## src/hdl/tplru_pkg.sv

```systemverilog
// ----------------------------------------------------------------------------
// tplru_pkg
// Shared types and codes for the tree pseudo-LRU replacement block.
// ----------------------------------------------------------------------------
package tplru_pkg;

    localparam int SET_W = 11;
    localparam int WAY_W = 4;

    typedef logic [SET_W-1:0] t_set;
    typedef logic [WAY_W-1:0] t_way;

    // Request codes; the fourth code is unused and changes nothing
    typedef enum logic [1:0] {
        OP_FIND   = 2'd0,
        OP_FILL   = 2'd1,
        OP_ACCESS = 2'd2
    } t_opcode;

    // Request word as it travels to the tree update logic
    typedef struct packed {
        t_opcode opcode;
        t_way    way;
        logic    hit;
        logic    is_write;
        logic    set_ok;
    } t_req;

endpackage

```

## src/hdl/tplru_node_ops.sv

```systemverilog
// ----------------------------------------------------------------------------
// tplru_node_ops
// Victim walk and recently-used update over the tree bits of one set.
// ----------------------------------------------------------------------------
module tplru_node_ops
    import tplru_pkg::*;
#(
    parameter int WAYS = 16
) (
    input  t_req               i_req,
    input  logic [WAYS-2:0]    i_bits,
    output logic [WAYS-2:0]    o_bits,
    output logic               o_we,
    output t_way               o_victim
);

    localparam int NODES = WAYS - 1;
    localparam int LV    = $clog2(WAYS);
    localparam int NW    = $clog2(2 * WAYS);

    logic [NW-1:0]    walk_node;
    logic [NODES-1:0] walk_sh;
    logic [NW-1:0]    up_node;
    logic [NW-1:0]    up_parent;
    logic [NODES-1:0] up_bits;
    logic             way_ok;
    logic             touch;

    // Walk from the root: a clear bit goes left, a set bit goes right
    always_comb begin
        walk_node = '0;
        walk_sh   = '0;
        for (int s = 0; s < LV; s++) begin
            if (int'(walk_node) < NODES) begin
                walk_sh = i_bits >> walk_node;
                if (walk_sh[0]) begin
                    walk_node = NW'(2 * int'(walk_node) + 2);
                end else begin
                    walk_node = NW'(2 * int'(walk_node) + 1);
                end
            end
        end
    end

    // Point every ancestor of the touched leaf away from it
    always_comb begin
        up_bits   = i_bits;
        up_node   = NW'(NODES + int'(i_req.way));
        up_parent = '0;
        for (int s = 0; s < LV; s++) begin
            if (up_node != '0) begin
                up_parent = (up_node - NW'(1)) >> 1;
                if (up_node[0]) begin
                    up_bits = up_bits | (NODES'(1) << up_parent);
                end else begin
                    up_bits = up_bits & ~(NODES'(1) << up_parent);
                end
                up_node = up_parent;
            end
        end
    end

    // Decide whether the set is written and what is returned
    always_comb begin
        way_ok   = int'(i_req.way) < WAYS;
        touch    = 1'b0;
        o_victim = '0;
        case (i_req.opcode)
            OP_FIND: begin
                o_victim = i_req.set_ok ? t_way'(int'(walk_node) - NODES) : '0;
            end
            OP_FILL: begin
                touch = i_req.set_ok && way_ok;
            end
            OP_ACCESS: begin
                touch = i_req.set_ok && way_ok && i_req.hit && !i_req.is_write;
            end
            default: begin
                touch = 1'b0;
            end
        endcase
    end

    assign o_we   = touch;
    assign o_bits = up_bits;

endmodule

```

## config.mk

```make
export PLATFORM = sky130hd
export DESIGN_NAME = tplru_node_ops
export DESIGN_NICKNAME = d
export VERILOG_FILES = /design/src/hdl/tplru_pkg.sv /design/src/hdl/tplru_node_ops.sv
export SDC_FILE = /design/constraint.sdc
export NUM_CORES = 1
export LEC_CHECK = 0
export BUFFER_PORTS_ARGS = -buffer_cell sky130_fd_sc_hd__buf_2
export CAP_MARGIN = 25
export CORE_MARGIN = 8
export CORE_UTILIZATION = 35
export DETAILED_ROUTE_END_ITERATION = 10
export PLACE_DENSITY_LB_ADDON = 0.2
export SYNTH_ARGS = -nofsm -noshare
export SYNTH_HDL_FRONTEND = slang
export SYNTH_SLANG_ARGS = --single-unit
```

## constraint.sdc

```tcl
create_clock -name vclk -period 3.9
set_input_delay 0.195 -clock vclk [all_inputs]
set_output_delay 0.195 -clock vclk [all_outputs]
set_load 0.01 [all_outputs]
```

==> flow_metrics.env, run 1 <==
export IMPL_fin_util=0.454
export IMPL_final_period_utilization=0.882
export IMPL_p_clk_frac=0
export IMPL_maxCapViolations=0
export IMPL_antenna_found_initial=0
export IMPL_cts_hold_buf=0
export IMPL_status="completed"
export IMPL_grt_pass1_wl_um=6300
export IMPL_ff_latch_area_um2=0
export IMPL_power_density_nw_per_um2=266
export IMPL_wl_met3_um=175
export IMPL_p_sw_mw=0.240
export IMPL_postCtsSetupBuffers=0
export IMPL_yosysMostFrequentCell="nor2_1"
export IMPL_nFlopsAndLatches=0
export IMPL_worstSetupStartpointType="input port"
export IMPL_synth_nets=223
export IMPL_dieWidth_um=75.4
export IMPL_p_leak_nw=0.693
export IMPL_syn_cell_area_um2=1230
export IMPL_nClkBuffers=0
export IMPL_wl_met1_um=1920
export IMPL_ant_nets=0
export IMPL_placed_area_um2=1530
export IMPL_syn_to_final_growth_pct=23.6
export IMPL_ir_drop_mv=0.0870
export IMPL_critPathCaptureType="output pin"
export IMPL_start_util=0.367
export IMPL_required_ps=3700
export IMPL_place_detailed_hpwl_um=3230
export IMPL_crit_chain="buf_2, ha_1, xor3_2, inv_1, ha_1, inv_1, nor2_1, a21oi_1, ha_1, a211o_1, o211ai_2, o311ai_1, buf_2"
export IMPL_port_buffers=44
export IMPL_wl_per_cell_um=13.9
export IMPL_highest_layer="met4"
export IMPL_crit_path_top_delay_cell="xor3_2"
export IMPL_hold_violations=0
export IMPL_num_rows=21
export IMPL_slowest_delay_ps=560
export IMPL_yosysUniqueCellTypes=57
export IMPL_syn_inst=192
export IMPL_pwr_share_seq=0
export IMPL_drive_above_1_share=0.289
export IMPL_hp_class="input port to output pin"
export IMPL_critPathKind="input port to output pin"
export IMPL_drt_total_wl_um=3910
export IMPL_rsz0062_at_grt="no"
export IMPL_core_um2=3360
export IMPL_timing_critical_path_buf_inv=4
export IMPL_cp_common_cell="ha_1"
export IMPL_yosysWarnings=0
export IMPL_drt_iter0_drc=74
export IMPL_maxSlewViolCount=0
export IMPL_first_pass_iters=4
export IMPL_cp_max_fo=15
export IMPL_syn_avg_cell_area_um2=6.43
export IMPL_via_count=1537
export IMPL_period_needed_ps=3440
export IMPL_grt_max_degree=16
export IMPL_p_sw_frac=0.590
export IMPL_yosysTopAreaCellShare=0.0729
export IMPL_synthTopCellsByCount="24 x nor2_1, 21 x nand2_1, 17 x a21oi_1"
export IMPL_relSlewSlack=0.727
export IMPL_grt_overflow_total=0
export IMPL_intPower_mw=0.166
export IMPL_whs_ps=722
export IMPL_setup_viol_count_final=0
export IMPL_nets=268
export IMPL_post_drt_via_cell_ratio=5.47
export IMPL_crit_arrival_ps=3240
export IMPL_io_pins=44
export IMPL_dieHeight_um=75.4
export IMPL_max_freq_mhz=291
export IMPL_tightest_slew_ps=408
export IMPL_tns_ps=0
export IMPL_dieArea_um2=5690
export IMPL_grt_util_all_layers=0.133
export IMPL_synth_top_area_cell="nor2_1"
export IMPL_gp_congestion=0.906
export IMPL_wl_met2_um=1800
export IMPL_final_area_um2=1530
export IMPL_yosysSeqAreaShare=0
export IMPL_cts_repair_resized=0
export IMPL_drc_errors=0
export IMPL_critical_path_top_delay_family="adder cells"
export IMPL_diodes=0
export IMPL_synthTopCellsByArea="nor2_1 7.3%, ha_1 7.1%, a21oi_1 6.9%"
export IMPL_p_comb_frac=1.000
export IMPL_grt_pass1_vias=1442
-- worst min-delay path, delay by kind of cell --
kind	cells	cell delay, ps
buffers and inverters	2	240
and+or+nand+nor	2	90
-- worst paths after layout --
kind,start,to,slack [ps],cells past startpoint
worst max-delay path,i_req[3],o_bits[1],460,13
worst min-delay path,i_req[0],o_we,720,4
-- power groups by stage --
stage	Clock [mW]	Combinational [mW]	Sequential [mW]
floorplan	0	0.281	0
global placement	0	0.406	0
detailed placement	0	0.405	0
CTS	0	0.406	0
global route	0	0.451	0
finish	0	0.406	0
-- cell usage in the layout, fill, tap and decap left out, types with 2 or more instances in the layout --
cell	instances
o22ai_1	3
o21ba_2	2
o21ai_1	2
a21o_1	2
inv_1	12
mux2i_4	2
a31oi_1	9
nor2_4	2
and3_1	5
nor3_1	5
nor2_1	24
o221ai_1	2
nand3_1	6
nor3b_1	2
a211oi_1	3
buf_4	8
nor2b_1	3
o211ai_1	2
xnor2_1	3
nand2_1	21
a32oi_1	2
buf_2	44
a21oi_1	17
o21a_1	2
ha_1	7
mux2i_1	4
o21ai_0	13
-- area by class of cell --
type | count | area (um^2)
fillers | 387 | 1840
repair buffers | 52 | 280
inverters | 14 | 52.6
well taps | 46 | 57.6
multi-input cells | 169 | 1140
-- metrics by stage --
step                      power [mW]  setup WS, ps  cells
final                          0.406           461    281
after global routing           0.451           163    281
after CTS                      0.406           466    281
after detailed placement       0.405           469    281
after global placement         0.406           447    281
after floorplan                0.281           388    192
-- per-layer routing --
metal	up-vias	track usage
li1	801	-
met1	683	0.179
met2	51	0.233
met3	2	0.0145
met4	0	0.00213
met5	-	0
-- logic make-up after synthesis --
family	after synthesis	share of synthesized area
AOI/OAI and AO/OA	72	0.405
and+or+nand+nor	78	0.311
buffers and inverters	23	0.0800
muxes	7	0.0780
adders and majority gates	7	0.0709
xor gates and xnor gates	5	0.0547
Note: power is estimated with default switching activity, not from simulation.
==> run 2: changes to the inputs <==
CORE_UTILIZATION = 50   (was 35)
clock period = 4.2 ns   (was 3.9 ns; I/O delays follow)
==> run 2 against run 1 <==
Compared with the run above: die area shrank 24%; critical path depth up 1; combinational power decreased by 10%; first-iteration DRC count increased by 4.1%; utilization increased by 16 points; worst hold slack better by 28 ps; design area is 3.3% lower; final cell count fell by 7.1%; worst setup slack lost 82 ps; via count grew 2.2%; global-route usage rose by 3.2 points; sequential share of layout area unchanged; critical path type unchanged; largest power group unchanged.
==> flow_metrics.env, run 2 (synthesized netlist as in run 1, its figures left out) <==
export IMPL_status="completed"
export IMPL_required_ps=3990
export IMPL_hold_violations=0
export IMPL_postCtsSetupBuffers=0
export IMPL_io_pins=44
export IMPL_dieWidth_um=65.7
export IMPL_p_sw_mw=0.219
export IMPL_max_freq_mhz=262
export IMPL_port_buffers=44
export IMPL_hp_class="input port to output pin"
export IMPL_cp_common_cell="ha_1"
export IMPL_via_count=1571
export IMPL_grt_overflow_total=0
export IMPL_ir_drop_mv=0.133
export IMPL_setup_viol_count_final=0
export IMPL_crit_chain="buf_2, ha_1, xor3_2, inv_1, ha_1, inv_1, nor2_1, a21oi_1, ha_1, xnor2_1, a211o_1, o211ai_2, o311ai_1, buf_2"
export IMPL_cp_depth=14
export IMPL_antenna_found_initial=0
export IMPL_drive_above_1_share=0.277
export IMPL_grt_pass1_vias=1444
export IMPL_grt_util_all_layers=0.166
export IMPL_post_drt_via_cell_ratio=6.02
export IMPL_maxSlewViolCount=0
export IMPL_slowest_delay_ps=530
export IMPL_cp_max_fo=15
export IMPL_nFlopsAndLatches=0
export IMPL_place_detailed_hpwl_um=3060
export IMPL_timing_critical_path_buf_inv=4
export IMPL_nClkBuffers=0
export IMPL_worstSetupStartpointType="input port"
export IMPL_pwr_share_seq=0
export IMPL_first_pass_iters=4
export IMPL_p_leak_nw=0.673
export IMPL_fillerInstances=234
export IMPL_syn_to_final_growth_pct=19.6
export IMPL_num_rows=18
export IMPL_cts_hold_buf=0
export IMPL_dieArea_um2=4320
export IMPL_gp_congestion=0.917
export IMPL_power_density_nw_per_um2=247
export IMPL_ff_latch_area_um2=0
export IMPL_final_common_cell="buf_2"
export IMPL_crit_path_top_delay_cell="xor3_2"
export IMPL_drt_iter0_drc=77
export IMPL_maxCapViolations=0
export IMPL_final_period_utilization=0.910
export IMPL_p_sw_frac=0.601
export IMPL_tns_ps=0
export IMPL_period_needed_ps=3820
export IMPL_fin_util=0.613
export IMPL_drc_errors=0
export IMPL_rsz0062_at_grt="no"
export IMPL_critPathCaptureType="output pin"
export IMPL_intPower_mw=0.146
export IMPL_p_comb_frac=1.000
export IMPL_whs_path_depth=4
export IMPL_crit_arrival_ps=3610
export IMPL_nets=264
export IMPL_start_util=0.512
export IMPL_ant_nets=0
export IMPL_grt_pass1_wl_um=6170
export IMPL_cts_repair_resized=0
export IMPL_diodes=0
export IMPL_relSlewSlack=0.710
export IMPL_wl_per_cell_um=14.0
export IMPL_critical_path_top_delay_family="adder cells"
export IMPL_core_um2=2410
export IMPL_drt_total_wl_um=3650
export IMPL_grt_max_degree=16
export IMPL_final_cell_mix="44 x buf_2, 24 x nor2_1, 21 x nand2_1"
export IMPL_dieHeight_um=65.7
export IMPL_critPathKind="input port to output pin"
export IMPL_tightest_slew_ps=433
export IMPL_p_clk_frac=0
[run 2: path summary, 6_finish.rpt]
kind,from,end,slack [ps]
max,i_req[3],o_bits[1],380
min,i_bits[10],o_bits[10],750
[run 2: power by group through the flow]
stage	clock, mW	sequential, mW	combinational, mW
2_1_floorplan	0	0	0.261
3_3_place_gp	0	0	0.362
3_5_place_dp	0	0	0.362
4_1_cts	0	0	0.363
5_1_grt	0	0	0.403
6_report	0	0	0.364
[run 2: routing by layer]
layer / up-vias / part of all wire / global-route usage
met5: - / 0 / 0
met4: 0 / 0 / 0.00545
met3: 0 / 0.064 / 0.0221
met2: 65 / 0.48 / 0.300
met1: 709 / 0.45 / 0.211
li1: 797 / - / -
[run 2: layout make-up]
class              instances  area, um^2  area share
repair buffers            48         250       0.169
well taps                 30        37.5      0.0254
multi-input cells        169        1140       0.769
inverters                 14        52.6      0.0356
[run 2: tightest hold or removal path, stage by stage]
cell and delay, ps:
buf_2 100, nand2_1 40, o21ai_0 60, buf_2 130
[run 2: stage by stage]
stage                     hold WS (ps)  cells  cell area, um^2  worst slack (ps)  total power [mW]
after floorplan                    514    192             1230               658             0.261
after global placement             743    261             1480               494             0.362
after detailed placement           756    261             1480               414             0.362
after CTS                          759    261             1480               407             0.363
after global routing               780    261             1480              83.1             0.403
final                              750    261             1480               379             0.364
==> run 3: changes to the inputs <==
RECOVER_POWER = 50   (was unset)
==> run 3 against run 2 <==
Compared with the run above: fmax grew 0.31%; sequential cell count is the same; wire length grew 0.11%; worst hold slack is essentially flat; worst setup slack gained 12 ps; via count is essentially flat; first-iteration DRC count shrank 32%; critical path depth is the same; clock-buffer cell count is the same.
==> flow_metrics.env, run 3 (synthesized netlist as in run 1, its figures left out) <==
export IMPL_dieHeight_um=65.7
export IMPL_port_buffers=44
export IMPL_maxCapViolations=0
export IMPL_core_um2=2410
export IMPL_drc_errors=0
export IMPL_drt_iter0_drc=52
export IMPL_power_density_nw_per_um2=249
export IMPL_final_common_cell="buf_2"
export IMPL_drive_above_1_share=0.247
export IMPL_grt_util_all_layers=0.166
export IMPL_ff_latch_area_um2=0
export IMPL_p_sw_frac=0.602
export IMPL_hp_class="input port to output pin"
export IMPL_crit_arrival_ps=3600
export IMPL_critPathKind="input port to output pin"
export IMPL_max_freq_mhz=263
export IMPL_maxSlewViolCount=0
export IMPL_wl_per_cell_um=14.0
export IMPL_final_cell_mix="39 x buf_2, 25 x nor2_1, 21 x nand2_1"
export IMPL_dieWidth_um=65.7
export IMPL_tightest_slew_ps=536
export IMPL_cts_repair_resized=0
export IMPL_post_drt_via_cell_ratio=6.02
export IMPL_p_sw_mw=0.218
export IMPL_hold_violations=0
export IMPL_final_area_um2=1460
export IMPL_p_clk_frac=0
export IMPL_p_comb_frac=1.000
export IMPL_cp_max_fo=15
export IMPL_fillerInstances=238
export IMPL_start_util=0.512
export IMPL_diodes=0
export IMPL_gp_congestion=0.917
export IMPL_postCtsSetupBuffers=0
export IMPL_cts_hold_buf=0
export IMPL_grt_pass1_wl_um=6170
export IMPL_power_mw=0.362
export IMPL_grt_pass1_vias=1444
export IMPL_relSlewSlack=0.642
export IMPL_dieArea_um2=4320
export IMPL_nFlopsAndLatches=0
export IMPL_pwr_share_seq=0
export IMPL_tns_ps=0
export IMPL_p_leak_nw=0.650
export IMPL_nClkBuffers=0
export IMPL_period_needed_ps=3810
export IMPL_nets=264
export IMPL_placed_area_um2=1480
export IMPL_worstSetupStartpointType="input port"
export IMPL_syn_to_final_growth_pct=17.9
export IMPL_place_detailed_hpwl_um=3060
export IMPL_grt_overflow_total=0
export IMPL_first_pass_iters=4
export IMPL_intPower_mw=0.144
export IMPL_grt_max_degree=16
export IMPL_drt_total_wl_um=3650
export IMPL_rsz0062_at_grt="no"
export IMPL_critPathCaptureType="output pin"
export IMPL_num_rows=18
export IMPL_antenna_found_initial=0
export IMPL_final_period_utilization=0.907
export IMPL_ir_drop_mv=0.134
export IMPL_ant_nets=0
export IMPL_status="completed"
export IMPL_io_pins=44
export IMPL_setup_viol_count_final=0
export IMPL_via_count=1572
export IMPL_required_ps=3990
-- run 3: cell count changes in the layout (fill, tap and decap cells not counted), sizes merged --
cell and delta:
buf -5, clkbuf +5
-- run 3: area by class of cell --
type | count | area (um^2) | share of cell area
multi-input cells | 169 | 1120 | 0.771
repair buffers | 48 | 244 | 0.168
inverters | 14 | 52.6 | 0.0361
well taps | 30 | 37.5 | 0.0258
-- run 3: worst max-delay path, stage by stage --
cell and delay (ps):
buf_2 240, ha_1 230, xor3_2 530, inv_1 280, ha_1 430, inv_1 180, nor2_1 250, a21oi_1 110
ha_1 270, xnor2_1 170, a211o_1 290, o211ai_2 150, o311ai_1 100, buf_2 150
-- run 3: worst paths after layout --
path / startpoint / end / slack [ps] / depth (start not counted)
hold / removal: i_bits[10] / o_bits[10] / 750 / 4
setup / recovery: i_req[3] / o_bits[1] / 390 / 14
-- run 3: layer usage --
metal	track usage	vias to the layer above	part of all wire
met5	0	-	0
met4	0.00545	0	0
met3	0.0221	0	0.059
met2	0.300	58	0.48
met1	0.211	717	0.46
li1	-	797	-
-- run 3: metrics by stage --
stage / std cells / hold slack, ps / setup WS [ps] / util
after global routing: 261 / 780 / 92.1 / 0.604
after detailed placement: 261 / 756 / 414 / 0.613
final: 261 / 749 / 391 / 0.604
after CTS: 261 / 759 / 407 / 0.613
after global placement: 261 / 743 / 494 / 0.613
after floorplan: 192 / 514 / 658 / -
-- run 3: power by group through the flow --
stage	clock network (mW)	logic, mW	registers (mW)
final	0	0.362	0
after global routing	0	0.400	0
after CTS	0	0.363	0
after detailed placement	0	0.362	0
after global placement	0	0.362	0
after floorplan	0	0.261	0
